File: src/rtl/core/rect_to_polar_converter_core_macros.svh
// assertion macros for the rect to polar converter core
// used by rect_to_polar_converter_core.sv, expects clk and rst_n in scope
`ifndef RECT_TO_POLAR_CONVERTER_CORE_MACROS_SVH
`define RECT_TO_POLAR_CONVERTER_CORE_MACROS_SVH

// property that must hold at every edge out of reset
`define RTP_CHECK(label, prop, msg) \
    label: assert property (@(posedge clk) disable iff (!rst_n) (prop)) else $error(msg);

// consequence that must hold in the cycle after a trigger
`define RTP_CHECK_NEXT(label, trig, cons, msg) \
    label: assert property (@(posedge clk) disable iff (!rst_n) (trig) |=> (cons)) \
        else $error(msg);

`endif

File: src/rtl/core/rtp_pkg.sv
// shared constants, arctangent table and stage record for the polar converter
// no dependencies
`timescale 1ns / 1ps

package rtp_pkg;

    localparam int ITERATIONS   = 16;
    localparam int ATAN_ENTRIES = 24;
    localparam int CORDIC_STEPS = (ITERATIONS > ATAN_ENTRIES) ? ATAN_ENTRIES : ITERATIONS;
    localparam int SQRT_STEPS   = 16;
    localparam int PIPE_STAGES  = (CORDIC_STEPS > SQRT_STEPS) ? CORDIC_STEPS : SQRT_STEPS;

    localparam int IN_W     = 16;
    localparam int OUT_W    = 16;
    localparam int SCALE    = 16;
    localparam int XY_W     = 34;
    localparam int Z_W      = 28;
    localparam int SQ_W     = 32;
    localparam int ANG_FRAC = 24;
    localparam int OUT_FRAC = 13;

    localparam logic signed [Z_W-1:0]   PI_ACC  = 28'sd52707179;
    localparam logic signed [OUT_W-1:0] PI_Q13  = 16'sd25736;
    localparam logic [OUT_W-1:0]        MOD_MAX = 16'd46341;

    // atan(2^-i) in units of 2^-24
    localparam logic [23:0] ATAN_LUT [ATAN_ENTRIES] = '{
        24'd13176795, 24'd7778716, 24'd4110060, 24'd2086331,
        24'd1047214,  24'd524117,  24'd262123,  24'd131069,
        24'd65536,    24'd32768,   24'd16384,   24'd8192,
        24'd4096,     24'd2048,    24'd1024,    24'd512,
        24'd256,      24'd128,     24'd64,      24'd32,
        24'd16,       24'd8,       24'd4,       24'd2
    };

    typedef struct packed {
        logic [SQ_W-1:0]        rem;
        logic [SQ_W-1:0]        root;
        logic signed [XY_W-1:0] cx;
        logic signed [XY_W-1:0] cy;
        logic signed [Z_W-1:0]  cz;
        logic                   on_axis;
        logic                   x_neg;
    } stage_t;

endpackage

File: src/rtl/core/rtp_prep.sv
// front end: squares, sum of squares and half-turn pre-rotation, two register stages
// depends on rtp_pkg
`timescale 1ns / 1ps

module rtp_prep
    import rtp_pkg::*;
(
    input  logic                    clk,
    input  logic                    rst_n,
    input  logic                    in_valid,
    output logic                    in_ready,
    input  logic signed [IN_W-1:0]  x_value,
    input  logic signed [IN_W-1:0]  y_value,
    output logic                    out_valid,
    input  logic                    out_ready,
    output stage_t                  out_data
);

    localparam int EXT_W = XY_W - IN_W - SCALE;

    // stage a
    logic                   va_reg;
    logic [SQ_W-2:0]        sqx_reg, sqx_next;
    logic [SQ_W-2:0]        sqy_reg, sqy_next;
    logic signed [XY_W-1:0] cx_reg, cx_next;
    logic signed [XY_W-1:0] cy_reg, cy_next;
    logic signed [Z_W-1:0]  cz_reg, cz_next;
    logic                   axis_reg, axis_next;
    logic                   neg_reg, neg_next;
    // stage b
    logic                   vb_reg;
    stage_t                 data_reg, data_next;

    logic                   ready_a, ready_b;
    logic signed [2*IN_W-1:0] x_prod, y_prod;
    logic signed [XY_W-1:0] x_ext, y_ext;

    assign ready_b  = !vb_reg || out_ready;
    assign ready_a  = !va_reg || ready_b;
    assign in_ready = ready_a;

    always_comb
    begin
        x_prod    = x_value * x_value;
        y_prod    = y_value * y_value;
        sqx_next  = x_prod[SQ_W-2:0];
        sqy_next  = y_prod[SQ_W-2:0];
        x_ext     = {{EXT_W{x_value[IN_W-1]}}, x_value, {SCALE{1'b0}}};
        y_ext     = {{EXT_W{y_value[IN_W-1]}}, y_value, {SCALE{1'b0}}};
        axis_next = (y_value == '0);
        neg_next  = x_value[IN_W-1];
        if (x_value[IN_W-1])
        begin
            // half-turn so the vector lies in the right half plane
            cx_next = -x_ext;
            cy_next = -y_ext;
            cz_next = (y_value > 0) ? PI_ACC : -PI_ACC;
        end
        else
        begin
            cx_next = x_ext;
            cy_next = y_ext;
            cz_next = '0;
        end
    end

    always_comb
    begin
        data_next.rem     = {1'b0, sqx_reg} + {1'b0, sqy_reg};
        data_next.root    = '0;
        data_next.cx      = cx_reg;
        data_next.cy      = cy_reg;
        data_next.cz      = cz_reg;
        data_next.on_axis = axis_reg;
        data_next.x_neg   = neg_reg;
    end

    always_ff @(posedge clk or negedge rst_n)
    begin
        if (!rst_n)
        begin
            va_reg <= 1'b0;
            vb_reg <= 1'b0;
        end
        else
        begin
            if (ready_a)
            begin
                va_reg <= in_valid;
            end
            if (ready_b)
            begin
                vb_reg <= va_reg;
            end
        end
    end

    always_ff @(posedge clk)
    begin
        if (ready_a && in_valid)
        begin
            sqx_reg  <= sqx_next;
            sqy_reg  <= sqy_next;
            cx_reg   <= cx_next;
            cy_reg   <= cy_next;
            cz_reg   <= cz_next;
            axis_reg <= axis_next;
            neg_reg  <= neg_next;
        end
        if (ready_b && va_reg)
        begin
            data_reg <= data_next;
        end
    end

    assign out_valid = vb_reg;
    assign out_data  = data_reg;

endmodule

File: config.mk
export PLATFORM = sky130hd
export DESIGN_NAME = rtp_prep
export DESIGN_NICKNAME = d
export VERILOG_FILES = /design/src/rtl/core/rect_to_polar_converter_core_macros.svh /design/src/rtl/core/rtp_pkg.sv /design/src/rtl/core/rtp_prep.sv
export SDC_FILE = /design/constraint.sdc
export NUM_CORES = 1
export LEC_CHECK = 0
export BUFFER_PORTS_ARGS = -buffer_cell sky130_fd_sc_hd__buf_2
export CAP_MARGIN = 5
export CELL_PAD_IN_SITES_DETAIL_PLACEMENT = 0
export CELL_PAD_IN_SITES_GLOBAL_PLACEMENT = 1
export CORE_ASPECT_RATIO = 1.75
export CORE_UTILIZATION = 45
export CTS_BUF_LIST = sky130_fd_sc_hd__clkbuf_4 sky130_fd_sc_hd__clkbuf_8
export CTS_CLUSTER_DIAMETER = 30
export DETAILED_ROUTE_END_ITERATION = 8
export PLACE_DENSITY = 0.84
export SLEW_MARGIN = 15
export SYNTH_ARGS = -nofsm -noshare
export SYNTH_HDL_FRONTEND = slang
export SYNTH_SLANG_ARGS = --single-unit
File: constraint.sdc
create_clock -name clk -period 8.47 [get_ports clk]
set_input_delay 1.694 -clock clk [delete_from_list [all_inputs] [get_ports clk]]
set_output_delay 1.694 -clock clk [all_outputs]
set_load 0.005 [all_outputs]
==> flow_summary_export.csv <==
group,metric,value,unit
route,wl_per_cell,18.22,µm
route,drtAntennaViolNets,0,
route,wl,60.72,mm
layout,fin_nets,3325,
floorplan,fp-row-count,114,
cts,cts_resized,0,
logic_synthesis,synth_ff_type,"edfxtp_1",
layout,fin_cells,3333,
cts,cts-root-buf,"clkbuf_8",
sta,slew_headroom,28.73,%
global_routing,grt.total_usage,22.60,%
layout,drive_above_1_share,9.294,%
route,dr.pass1.iters,5,
floorplan,ios,200,
logic_synthesis,post-synth-top-count-cell,"inv_1",
setup_path,cpPeakStageDelay,0.54,ns
setup_path,start_kind,"input pin",
cts,hold_buffers,0,
sta,fin_crit_sh,91.11,%
cts,cts_tree,"yes",
setup_path,worstSetupEndpointType,"flip-flop",
logic_synthesis,yosysTopAreaCell,"fa_1",
cts,cts_made_buffers,17,
logic_synthesis,ys_types,62,
route,drt-initial-drc-count,808,
logic_synthesis,syn-mean-instance-area,10.12,µm²
cts,clk_path_buf_depth,2,
place,place_hpwl,51.59,mm
logic_synthesis,netlist_instances,2499,
logic_synthesis,yosysWarnings,0,
logic_synthesis,ys_async_sr_fraction,1.149,%
logic_synthesis,synth_edf_count,172,
setup_path,slowest_stage,"fa_1",
logic_synthesis,synth-seq-area-share,20.62,%
global_routing,antenna_found_initial,2,
layout,largest_register_ffs,73,
logic_synthesis,yosys-top-cells-area,"fa_1 (36%), edfxtp_1 (20%), ha_1 (10%)",
setup_path,crit_type,"input pin to flip-flop",
layout,nFillCells,5117,
sta,fin_tns_setup,0,ns
setup_path,critPathArrivalTime,7.98,ns
floorplan,die_h,315.6,µm
route,drc,0,
sta,worstMarginPinSlew,1.069,ns
sta,rsz0062_at_grt,"no",
logic_synthesis,synth_top_area_share,36.42,%
setup_path,cp.required,8.73,ns
setup_path,cp_max_fo,14,
sta,fmaxAchievable,129.6,MHz
cts,clk_pin_slew,0.09,ns
logic_synthesis,synth_seq_cells,174,
floorplan,die_area,57180,µm²
cts,clkLatencyLatePin,0.53,ns
run,max_cap_violations,0,
sta,hold_violations,0,
setup_path,crit_chain,"buf_2, inv_2, nor2_1, ha_1, xor2_1, fa_1, fa_1, inv_1, fa_1, fa_1, inv_1, fa_1, inv_1, ha_1, a21oi_1, a21boi_0, o21ai_0, o211ai_1, o21ai_0, a21oi_1, or3_1, a21oi_1, xnor2_1",
sta,min_period,7.717,ns
layout,syn2layout_area_growth,6.621,%
cts,cts_sinks,174,
global_routing,grt_pass1_vias,18740,
status,status,"finished, final reports clean",
floorplan,core,55340,µm²
place,place.gp.congestion,0.9555,
logic_synthesis,netlist_area,25290,µm²
floorplan,initial_core_util,45.69,%
global_routing,grt_max_degree,76,
cts,cts_htree_levels,4,
hold_path,hold_path.class,"flip-flop to flip-flop",
sta,slew_viol_final,0,
logic_synthesis,synth_common_cells,"inv_1 (657), fa_1 (460), ha_1 (206)",
global_routing,grt_pass1_wl,98.47,mm
route,dr_total_vias,16840,
route,via_per_inst,5.052,
sta,skew,0.01680,ns
setup_path,crit_top_cell,"fa_1",
global_routing,grt-ovfl-total,0,
cts,cts_setup_buffers,0,
place,io_buffers,135,
sta,setup_viol,0,
floorplan,die_width,181.2,µm
place,place_inst,3300,
kinds of logic after synthesis:
kind of cell	synth area share, %
buffers and inverters	13.45
other	0.01483
adder cells (fa/ha/maj)	46.61
multiplexers	0.08906
XOR/XNOR	4.780
AO/OA/AOI/OAI	5.908
flip-flops	20.62
AND/OR/NAND/NOR	8.521
path summary, 6_finish.rpt:
path | to | cells past startpoint | slack (ns) | start
hold reg to reg | out_data[2] | 0 | 0.42 | cz_reg[0]
setup / recovery | sqy_reg[30] | 23 | 0.75 | y_value[3]
hold / removal | out_data[2] | 0 | 0.42 | cz_reg[0]
setup reg to reg | out_data[154] | 12 | 5.09 | sqx_reg[2]
min in group asynchronous | out_valid | 1 | 0.94 | rst_n
max in group asynchronous | out_valid | 1 | 7.44 | rst_n
worst max-delay path: cells and delay by family:
kind	cells	cell delay (ns)
fa+ha+maj	7	3.27
compound gates	7	1.39
buf+inv	5	0.71
simple gates	2	0.63
xor+xnor	2	0.28
per-stage QoR:
step | area [µm²] | worst slack, ns | utilization, % | hold slack (ns)
finish | 26960 | 0.7528 | 48.71 | 0.4213
global route | 26960 | 0.5019 | 48.71 | 0.4316
CTS | 26960 | 0.8208 | 48.71 | 0.4258
detailed placement | 26590 | 0.2657 | 48.05 | 0.4045
global placement | 26590 | 0.2939 | 48.05 | 0.4008
floorplan | 25530 | 0.5344 | - | 0.4003
layout make-up:
type,instances,area (µm²),share of cell area (%)
Multi-Input combinational cell,1573,16920,62.76
Sequential cell,174,5215,19.34
Inverter,668,2507,9.301
Timing Repair Buffer,189,1081,4.010
Tap cell,696,870.8,3.230
Clock buffer,19,249.0,0.9236
Clock inverter,13,115.1,0.4270
Antenna cell,1,2.502,0.009282
metal layers:
metal,routed length (µm),vias up,global-route usage [%]
li1,-,7665,-
met1,20640,8590,23.04
met2,35060,442,44.87
met3,1832,141,2.223
met4,3183,0,11.75
met5,0,-,0
layout by cell type (no fill, tap or decap), types with 14 or more instances in the layout:
cell / instances
a21oi_1: 63
fa_1: 460
nand3_1: 19
buf_2: 135
xnor2_1: 111
clkbuf_8: 17
inv_1: 657
nor3_1: 14
nor2_1: 127
a21o_1: 39
nand2_1: 196
xor2_1: 27
buf_4: 54
conb_1: 66
nand2b_1: 17
and2_1: 56
edfxtp_1: 172
ha_1: 206
o21ai_0: 37
Power is not shown: default switching activity piles up to over one toggle a cycle in this logic, so the estimate is an artifact.
