===== src/rtl/core/rect_to_polar_converter_core_macros.svh =====
// assertion macros for the rect to polar converter core
// used by rect_to_polar_converter_core.sv, expects clk and rst_n in scope
`ifndef RECT_TO_POLAR_CONVERTER_CORE_MACROS_SVH
`define RECT_TO_POLAR_CONVERTER_CORE_MACROS_SVH

// property that must hold at every edge out of reset
`define RTP_CHECK(label, prop, msg) \
    label: assert property (@(posedge clk) disable iff (!rst_n) (prop)) else $error(msg);

// consequence that must hold in the cycle after a trigger
`define RTP_CHECK_NEXT(label, trig, cons, msg) \
    label: assert property (@(posedge clk) disable iff (!rst_n) (trig) |=> (cons)) \
        else $error(msg);

`endif


===== src/rtl/core/rtp_pkg.sv =====
// shared constants, arctangent table and stage record for the polar converter
// no dependencies
`timescale 1ns / 1ps

package rtp_pkg;

    localparam int ITERATIONS   = 16;
    localparam int ATAN_ENTRIES = 24;
    localparam int CORDIC_STEPS = (ITERATIONS > ATAN_ENTRIES) ? ATAN_ENTRIES : ITERATIONS;
    localparam int SQRT_STEPS   = 16;
    localparam int PIPE_STAGES  = (CORDIC_STEPS > SQRT_STEPS) ? CORDIC_STEPS : SQRT_STEPS;

    localparam int IN_W     = 16;
    localparam int OUT_W    = 16;
    localparam int SCALE    = 16;
    localparam int XY_W     = 34;
    localparam int Z_W      = 28;
    localparam int SQ_W     = 32;
    localparam int ANG_FRAC = 24;
    localparam int OUT_FRAC = 13;

    localparam logic signed [Z_W-1:0]   PI_ACC  = 28'sd52707179;
    localparam logic signed [OUT_W-1:0] PI_Q13  = 16'sd25736;
    localparam logic [OUT_W-1:0]        MOD_MAX = 16'd46341;

    // atan(2^-i) in units of 2^-24
    localparam logic [23:0] ATAN_LUT [ATAN_ENTRIES] = '{
        24'd13176795, 24'd7778716, 24'd4110060, 24'd2086331,
        24'd1047214,  24'd524117,  24'd262123,  24'd131069,
        24'd65536,    24'd32768,   24'd16384,   24'd8192,
        24'd4096,     24'd2048,    24'd1024,    24'd512,
        24'd256,      24'd128,     24'd64,      24'd32,
        24'd16,       24'd8,       24'd4,       24'd2
    };

    typedef struct packed {
        logic [SQ_W-1:0]        rem;
        logic [SQ_W-1:0]        root;
        logic signed [XY_W-1:0] cx;
        logic signed [XY_W-1:0] cy;
        logic signed [Z_W-1:0]  cz;
        logic                   on_axis;
        logic                   x_neg;
    } stage_t;

endpackage


===== src/rtl/core/rtp_final.sv =====
// back end: modulus rounding, angle rounding and clamp, real-axis cases, output register
// depends on rtp_pkg
`timescale 1ns / 1ps

module rtp_final
    import rtp_pkg::*;
(
    input  logic                    clk,
    input  logic                    rst_n,
    input  logic                    in_valid,
    output logic                    in_ready,
    input  stage_t                  in_data,
    output logic                    out_valid,
    input  logic                    out_ready,
    output logic [OUT_W-1:0]        modulus,
    output logic signed [OUT_W-1:0] angle
);

    localparam int DROP = ANG_FRAC - OUT_FRAC;
    localparam logic signed [Z_W:0] ROUND_HALF = (Z_W + 1)'(1) <<< (DROP - 1);
    localparam logic signed [Z_W:0] PI_WIDE    = (Z_W + 1)'(PI_Q13);

    logic                    v_reg;
    logic [OUT_W-1:0]        mod_reg, mod_next;
    logic signed [OUT_W-1:0] ang_reg, ang_next;
    logic                    ready;
    logic [SQ_W-1:0]         root_rnd;
    logic signed [Z_W:0]     z_sum, z_shr, z_clip;

    assign ready    = !v_reg || out_ready;
    assign in_ready = ready;

    always_comb
    begin
        root_rnd = (in_data.rem > in_data.root) ? (in_data.root + SQ_W'(1)) : in_data.root;
        mod_next = root_rnd[OUT_W-1:0];

        z_sum = {in_data.cz[Z_W-1], in_data.cz} + ROUND_HALF;
        z_shr = z_sum >>> DROP;
        if (z_shr > PI_WIDE)
        begin
            z_clip = PI_WIDE;
        end
        else if (z_shr < -PI_WIDE)
        begin
            z_clip = -PI_WIDE;
        end
        else
        begin
            z_clip = z_shr;
        end

        // real axis: angle is exact, pi on the negative side
        if (in_data.on_axis)
        begin
            ang_next = in_data.x_neg ? PI_Q13 : '0;
        end
        else
        begin
            ang_next = z_clip[OUT_W-1:0];
        end
    end

    always_ff @(posedge clk or negedge rst_n)
    begin
        if (!rst_n)
        begin
            v_reg <= 1'b0;
        end
        else if (ready)
        begin
            v_reg <= in_valid;
        end
    end

    always_ff @(posedge clk)
    begin
        if (ready && in_valid)
        begin
            mod_reg <= mod_next;
            ang_reg <= ang_next;
        end
    end

    assign out_valid = v_reg;
    assign modulus   = mod_reg;
    assign angle     = ang_reg;

endmodule


===== config.mk =====
export PLATFORM = sky130hd
export DESIGN_NAME = rtp_final
export DESIGN_NICKNAME = d
export VERILOG_FILES = /design/src/rtl/core/rect_to_polar_converter_core_macros.svh /design/src/rtl/core/rtp_pkg.sv /design/src/rtl/core/rtp_final.sv
export SDC_FILE = /design/constraint.sdc
export NUM_CORES = 1
export LEC_CHECK = 0
export ABC_AREA = 1
export BUFFER_PORTS_ARGS = -buffer_cell sky130_fd_sc_hd__clkbuf_2
export CAP_MARGIN = 20
export CORE_MARGIN = 4
export CORE_UTILIZATION = 45
export CTS_CLUSTER_DIAMETER = 120
export CTS_CLUSTER_SIZE = 25
export DETAILED_ROUTE_END_ITERATION = 6
export PLACE_DENSITY = 0.94
export SLEW_MARGIN = 0
export SYNTH_ARGS = -nofsm -noshare
export SYNTH_HDL_FRONTEND = slang
export SYNTH_SLANG_ARGS = --single-unit

===== constraint.sdc =====
create_clock -name clk -period 3.5 [get_ports clk]
set_clock_uncertainty 0.1 [all_clocks]
set_input_delay 0.175 -clock clk [delete_from_list [all_inputs] [get_ports clk]]
set_output_delay 0.175 -clock clk [all_outputs]
set_load 0.03 [all_outputs]

==> results.md, run 1 <==
- Outcome: complete, no violations
- Core region area: 7330 um^2
- CP Capture Type: flop
- Largest net degree at the start of global routing: 33
- Worst EP required: around 3.4 ns
- Rows: 31
- Tmin final: 2.26 ns
- Sw Share: 33.8%
- CP dominant cell by count: nand2_1
- CTS buffer count: 5
- Fin. max-slew vios: 0
- Nets@finish: 818
- DP HPWL: 7.81 mm
- Syn Nets: 692
- Peak VDD IR: 0.166 mV
- Crit-path cells: clkbuf_2 -> ha_1 -> nand2_2 -> nor2_4 -> nand2_1 -> nand2_1 -> nand2_1 -> inv_1 -> nor2_2 -> nand3_2 -> nand2_1 -> nand2_1 -> nand3_2 -> nand2_1 -> nand2_1 -> nand2_1 -> nand2_1
- GPL Wtd Cong: 0.905
- Int Pwr: ~830 uW
- Final WS setup: 1.24 ns
- Fin util: 58.2%
- Synth cell types: 32
- Die width: 95.1 um
- Avg Cell Area, Syn: 6.94 um^2
- Worst-Skew Late Latency: around 0.28 ns
- Die area: slightly above 9000 um^2
- Nature of the critical path startpoint: input pin
- ANT cells: 0
- Logic pwr share: 32.6%
- Syn Inst Count: between 400 and 500
- Final period util: roughly 65%
- Number of global-route vias before repair: approximately 3500
- Synth top area share: 28.1%
- Measured slew at the worst slew-check pin: 0.958 ns
- Routed len/inst: 12.6 um
- Setup violations, final: 0
- Most instantiated cells after synthesis: nand2_1 (160), inv_1 (74), nor2_1 (45), ha_1 (34), edfxtp_1 (32)
- Final Hold Fails: 0
- Initial Util: 46.6%
- Overall power: 1250 uW
- Share of layout cells above drive strength 1: 27.0%
- Max Cap Viol: 0
- First-pass GRT wire length: 14.8 mm
- DRT iter0 DRCs: 168
- Top cells by area, synth: edfxtp_1 (28%), nand2_1 (18%), ha_1 (12%), inv_1 (8.1%), nor2_1 (4.9%)
- Deepest clock path buffer count: 2
- Grt ovf: 0
- Clk sinks: 33
- Min-Delay Path Class: in2reg
- Clock-pin slew on the worst setup and hold paths: 0.07 ns
- Synth-to-Final Area Change: 24.9%
- Switch Pwr: roughly 420 uW
- Area of the mapped netlist: 3420 um^2
- Clock power share: 28.6%
- Die H: around 95 um
- Fmax: 442 MHz
- Antenna-violating nets left: 0
- Async SR Flop Fraction: approximately 3.0%
- Port buffer count: 121
- Data arrival, critical path: 2.20 ns
- Setup WS pre-CTS: about 0.97 ns
- EDFF count, synth: 32
- Max incr delay on CP: 0.31 ns
- Slowest cell on crit path: ha_1
- CTS root buf: clkbuf_8
- Total Routing Usage GR: 20.5%
- LEAKAGE: 0.00229 uW
- Drt via density: 5.08
- Boundary Pins: 200
- Post-synthesis sequential area ratio: 28.9%
- Pwr Density: 293 nW/um^2
- CTS tree: yes
- H-tree depth: 2
- Fill count: 657
- Setup TNS: 0 ns
- Overall via count from detail_route: between 3000 and 4000
- RSZ-0062 raised after global routing: false
- Yosys warning count: 0
- Relative slew slack: 36.0%
- Number of synthesized register bits: 33
- Synth area leader: edfxtp_1
- CP max FO: 13
- Fraction of power consumed by sequential logic: about 39%
- Routed WL: 9.03 mm
- First-pass DRT Iterations: 4
- Crit Path Category: in2reg
- Most frequent cell after synthesis: nand2_1
- Synth Flop Type: edfxtp_1
- Residual DRC: 0
- Initial antenna violation count: 0
[sequential cells by signal, indices dropped and copies added, names as in the netlist]
register / cells
out_valid: 1
angle: 16
modulus: 16
[placed cells by master, fill, tap and decap left out, types with 7 or more instances in the layout]
cell type	instances
clkbuf_2	121
nor3_1	7
nor2_2	7
o21ai_0	7
nand3_2	8
xor2_1	14
nand4_1	19
nand2_1	160
nand3_1	22
nand2_2	12
inv_1	74
ha_1	34
edfxtp_1	32
a21oi_1	19
nor2_1	45
[critical path: cells and delay by family]
family | cells | cell delay, ns
adder cells (fa/ha/maj) | 1 | 0.31
buffers and inverters | 2 | 0.25
AND/OR/NAND/NOR | 14 | 1.45
[path summary, 6_finish.rpt]
kind | startpoint | endpoint | slack, ns | depth (start not counted)
max in group asynchronous | rst_n | out_valid | 3.12 | 2
min reg2reg | out_valid | out_valid | 0.48 | 2
min | in_valid | out_valid | 0.03 | 3
max reg2reg | out_valid | angle[1] | 1.83 | 1
max | in_data[12] | angle[7] | 1.24 | 17
min in group asynchronous | rst_n | out_valid | 0.09 | 2
[cells by family after synthesis]
logic type                 share of synthesized area [%]
and+or+nand+nor                                     39.6
buffers and inverters                               8.90
AOI/OAI and AO/OA                                   6.34
adders and majority gates                           12.5
DFF                                                 28.9
xor gates and xnor gates                            3.85
[power groups by stage]
| stage | Combinational, uW | Sequential, uW | Clock, uW |
|---|---|---|---|
| after global routing | 460 | 486 | 383 |
| after CTS | 408 | 485 | 363 |
| final | 407 | 484 | 358 |
| after floorplan | 203 | 550 | 0 |
| after global placement | 386 | 492 | 0 |
| after detailed placement | 405 | 493 | 0 |
[repair_timing]
item,in CTS,in global routing
buffers inserted,0,0
hold buffers,1,0
endpoints found under the hold margin,1,0
resized for setup,0,0
[routing by layer]
layer	GRT usage, %	vias up	part of all wire (%)
li1	-	1861	-
met1	22.5	1619	39
met2	38.2	142	51
met3	5.13	22	8.3
met4	6.49	0	2.3
met5	0	-	0
[stage by stage]
stage / cell area, um^2 / hold WS [ns] / std cells
3_3_place_gp: 4140 / -0.151 / 709
6_report: 4270 / 0.0275 / 718
2_1_floorplan: 3420 / -0.221 / 492
5_1_grt: 4270 / 0.0420 / 718
4_1_cts: 4270 / 0.0238 / 718
3_5_place_dp: 4140 / -0.149 / 709
[cell type report]
class / instances / area, um^2 / share of cell area, %
multi-input cells: 380 / 2140 / 50.1
clock buffers: 5 / 68.8 / 1.61
repair buffers: 123 / 623 / 14.6
well taps: 99 / 124 / 2.90
clock inverters: 3 / 46.3 / 1.09
flip-flops and latches: 33 / 986 / 23.1
inverters: 75 / 282 / 6.60
Note: power is estimated with default switching activity, not from simulation.
==> inputs of run 2 (changes only) <==
- ABC_AREA: 1 -> 0
- CORE_UTILIZATION: 45 -> 44
- clock period: 3.5 -> 2.1 ns (I/O delays scaled with it)
==> results.md, run 2 <==
- GPL Wtd Cong: 0.931 (+2.8%)
- Share of layout cells above drive strength 1: 46.8% (+20 points)
- Final Hold Fails: 0 (unchanged)
- Drt via density: 5.51 (+8.6%)
- Relative slew slack: 66.9% (+31 points)
- Post-synthesis sequential area ratio: 30.3% (+1.5 points)
- Most instantiated cells after synthesis: inv_1 (37), nand2_1 (37), ha_1 (34), edfxtp_1 (32), xnor2_1 (24)
- Fill count: 520 (-21%)
- Setup WS pre-CTS: -0.326 ns (-1.29 ns)
- Crit path capture: angle[11]
- Overall power: 2030 uW (+63%)
- Tmin final: 2.12 ns
- Core region area: 7210 um^2 (-1.6%)
- First-pass GRT wire length: 15.6 mm (+5.6%)
- Max incr delay on CP: 0.26 ns (-0.05 ns)
- Die H: 94.0 um (-1.2%)
- CTS buffer count: 5 (unchanged)
- R2r setup slk: 0.58 ns (-1.25 ns)
- CP Capture Type: flop
- Routed WL: 10.8 mm (+20%)
- Port buffer count: 121 (unchanged)
- Non-Filler Instances: 659 (-8.2%)
- Setup violations, final: 7 (+7)
- Rows: 31 (unchanged)
- DRT iter0 DRCs: 203 (+21%)
- Min-Delay Path Class: in2async
- Synth area leader: edfxtp_1
- Clock-pin slew on the worst setup and hold paths: 0.06 ns (about the same)
- Syn Inst Count: 365 (-26%)
- Routed len/inst: 16.4 um (+30%)
- Number of global-route vias before repair: 3539 (-0.11%)
- DP HPWL: 8.18 mm (+4.8%)
- Fin util: 68.8% (+11 points)
- Overall via count from detail_route: 3633 (-0.30%)
- Largest net degree at the start of global routing: 18 (-45%)
- Die area: 8830 um^2 (-2.5%)
- Synth top area share: 29.6% (+1.4 points)
- Final period util: 101%
- Nets@finish: 759 (-7.2%)
- Synth Flop Type: edfxtp_1
- Data arrival, critical path: 2.13 ns (-0.07 ns)
- Total Routing Usage GR: 21.9% (+1.5 points)
- Syn Nets: 565 (-18%)
- Peak VDD IR: 0.217 mV (+31%)
- Avg Cell Area, Syn: 8.91 um^2 (+28%)
- Final WS setup: -0.0199 ns (-1.26 ns)
- Crit-path cells: buf_8 -> ha_4 -> nand4_4 -> buf_6 -> buf_4 -> nand2_1 -> mux2_2 -> o21ai_1 -> o211ai_1 -> a21o_1 -> buf_12 -> a221oi_2
- Yosys warning count: 0 (unchanged)
- ANT cells: 0 (unchanged)
- Clk sinks: 33 (unchanged)
- LEAKAGE: 0.00226 uW (-1.2%)
- Nature of the critical path startpoint: input pin
- Worst EP required: 2.11 ns (-1.33 ns)
- Initial antenna violation count: 0 (unchanged)
- Multi-input logic area: 2310 um^2 (+8.3%)
- Reg2Reg Depth: 3 (+2)
- Slowest cell on crit path: mux2_2
- Placed Instances: 639 (-9.9%)
- Deepest clock path buffer count: 2 (unchanged)
- Worst R2R End: modulus[12]
- Outcome: finished, violations left
- First-pass DRT Iterations: 5 (+1)
- Critical R2R Launch: out_valid
- Area of the mapped netlist: 3250 um^2 (-4.8%)
- Failing checks: setup timing
- Fin. max-slew vios: 0 (unchanged)
- Fmax: 472 MHz
- Synth cell types: 55 (+72%)
- Most frequent cells in the layout: clkbuf_2 (116), buf_4 (74), inv_1 (37), nand2_1 (36), ha_1 (33)
- Worst setup path startpoint: in_data[13]
- Boundary Pins: 200 (unchanged)
- H-tree depth: 2 (unchanged)
- CTS root buf: clkbuf_8
- Initial Util: 45.1% (-1.5 points)
- Top cells by area, synth: edfxtp_1 (30%), ha_1 (13%), xnor2_1 (6.5%), inv_1 (4.3%), nand2_1 (4.3%)
- Worst hold margin: 0.0457 ns (+0.0182 ns)
- Worst-Skew Late Latency: 0.28 ns (about the same)
- Grt ovf: 0 (unchanged)
- RSZ-0062 raised after global routing: true
- CP top delay family: compound AO/OA/AOI/OAI gates
- Max Cap Viol: 0 (unchanged)
- Antenna-violating nets left: 0 (unchanged)
- CP bufs+invs: 4 (+2)
- Crit Path Category: in2reg
- Commonest non-fill, non-tap cell in the layout: clkbuf_2
- EDFF count, synth: 32 (unchanged)
- Sequential cell area: 986 um^2 (unchanged)
- Pwr Density: 409 nW/um^2 (+40%)
- Residual DRC: 0 (unchanged)
- Die width: 94.0 um (-1.2%)
- Async SR Flop Fraction: 3.03% (unchanged)
- Synth-to-Final Area Change: 52.7%
- CP max FO: 10 (-3)
- CTS tree: yes
- Measured slew at the worst slew-check pin: 0.493 ns (-0.465 ns)
- Number of synthesized register bits: 33 (unchanged)
- Critical Path Stages: 12 (-5)
==> run 2: changes by cell type in the layout (fill, tap and decap cells not counted), moves of 7 or more <==
cell	delta
buf_4	+73
inv_1	-37
nand2_1	-124
nand2_2	-12
nand2b_1	+7
nand3_1	-12
nand3_2	-7
nand4_1	-15
nor2_1	-31
nor2_2	-7
xnor2_1	+23
xor2_1	-7
==> run 2: worst min path at each step <==
stage                      endpoint  start  slack [ns]
after global placement    out_valid  rst_n       -0.22
after global routing      out_valid  rst_n        0.05
after detailed placement  out_valid  rst_n       -0.22
after floorplan           out_valid  rst_n       -0.29
final                     out_valid  rst_n        0.05
after CTS                 out_valid  rst_n        0.02
==> run 2: stage by stage <==
step / TNS (ns) / instance area (um^2)
after floorplan: -0.00904 / 3300
after global placement: -5.05 / 4490
after detailed placement: -7.19 / 4490
after CTS: 0 / 4640
after global routing: -1.41 / 4960
final: -0.0850 / 4960
==> run 2: timing repair <==
item                       in CTS  in global routing
cloned                          0                  1
hold buffers                    2                  0
setup endpoints to repair      10                 30
buffers inserted                3                  6
resized for setup               5                 64
pin swaps                       2                 24
hold endpoints to repair        2                  0
==> run 2: cells by family (layout without fill, tap and decap cells) <==
kind of cell,after synthesis,after routing,synth area share [%]
buffers and inverters,53,248,6.66
AND/OR/NAND/NOR,130,130,22.4
XOR/XNOR,31,31,8.35
adder cells (fa/ha/maj),34,34,13.1
AO/OA/AOI/OAI,81,81,18.2
multiplexers,3,3,1.00
flip-flops,33,33,30.3
==> run 2: area by class of cell <==
cell class                 count  share of cell area (%)
sequential                    33                    19.9
clock inverter                 2                   0.202
timing repair buffer         203                    26.5
clock buffer                   6                    1.46
tap                           99                    2.50
inverter                      37                    2.80
multi-input combinational    279                    46.6
==> run 2: where the power goes <==
part	total (uW)	leakage [uW]	switching, uW	internal (uW)
combinational	791	0.00190	454	337
clock	453	0.0000450	223	229
sequential	788	0.000319	12.3	775
total	2030	0.00226	689	1340
==> run 2: metal layers <==
metal | vias up | GRT usage, % | share of wire, %
li1 | 1723 | - | -
met1 | 1702 | 24.7 | 38
met2 | 163 | 40.7 | 53
met3 | 45 | 2.64 | 4.8
met4 | 0 | 9.99 | 4.1
met5 | - | 0 | 0
==> run 2: worst register-to-register path, delay by kind of cell (launching register included) <==
family        cells  cell delay, ns
simple gates      2            0.54
flops             1            0.38
buf+inv           1            0.21
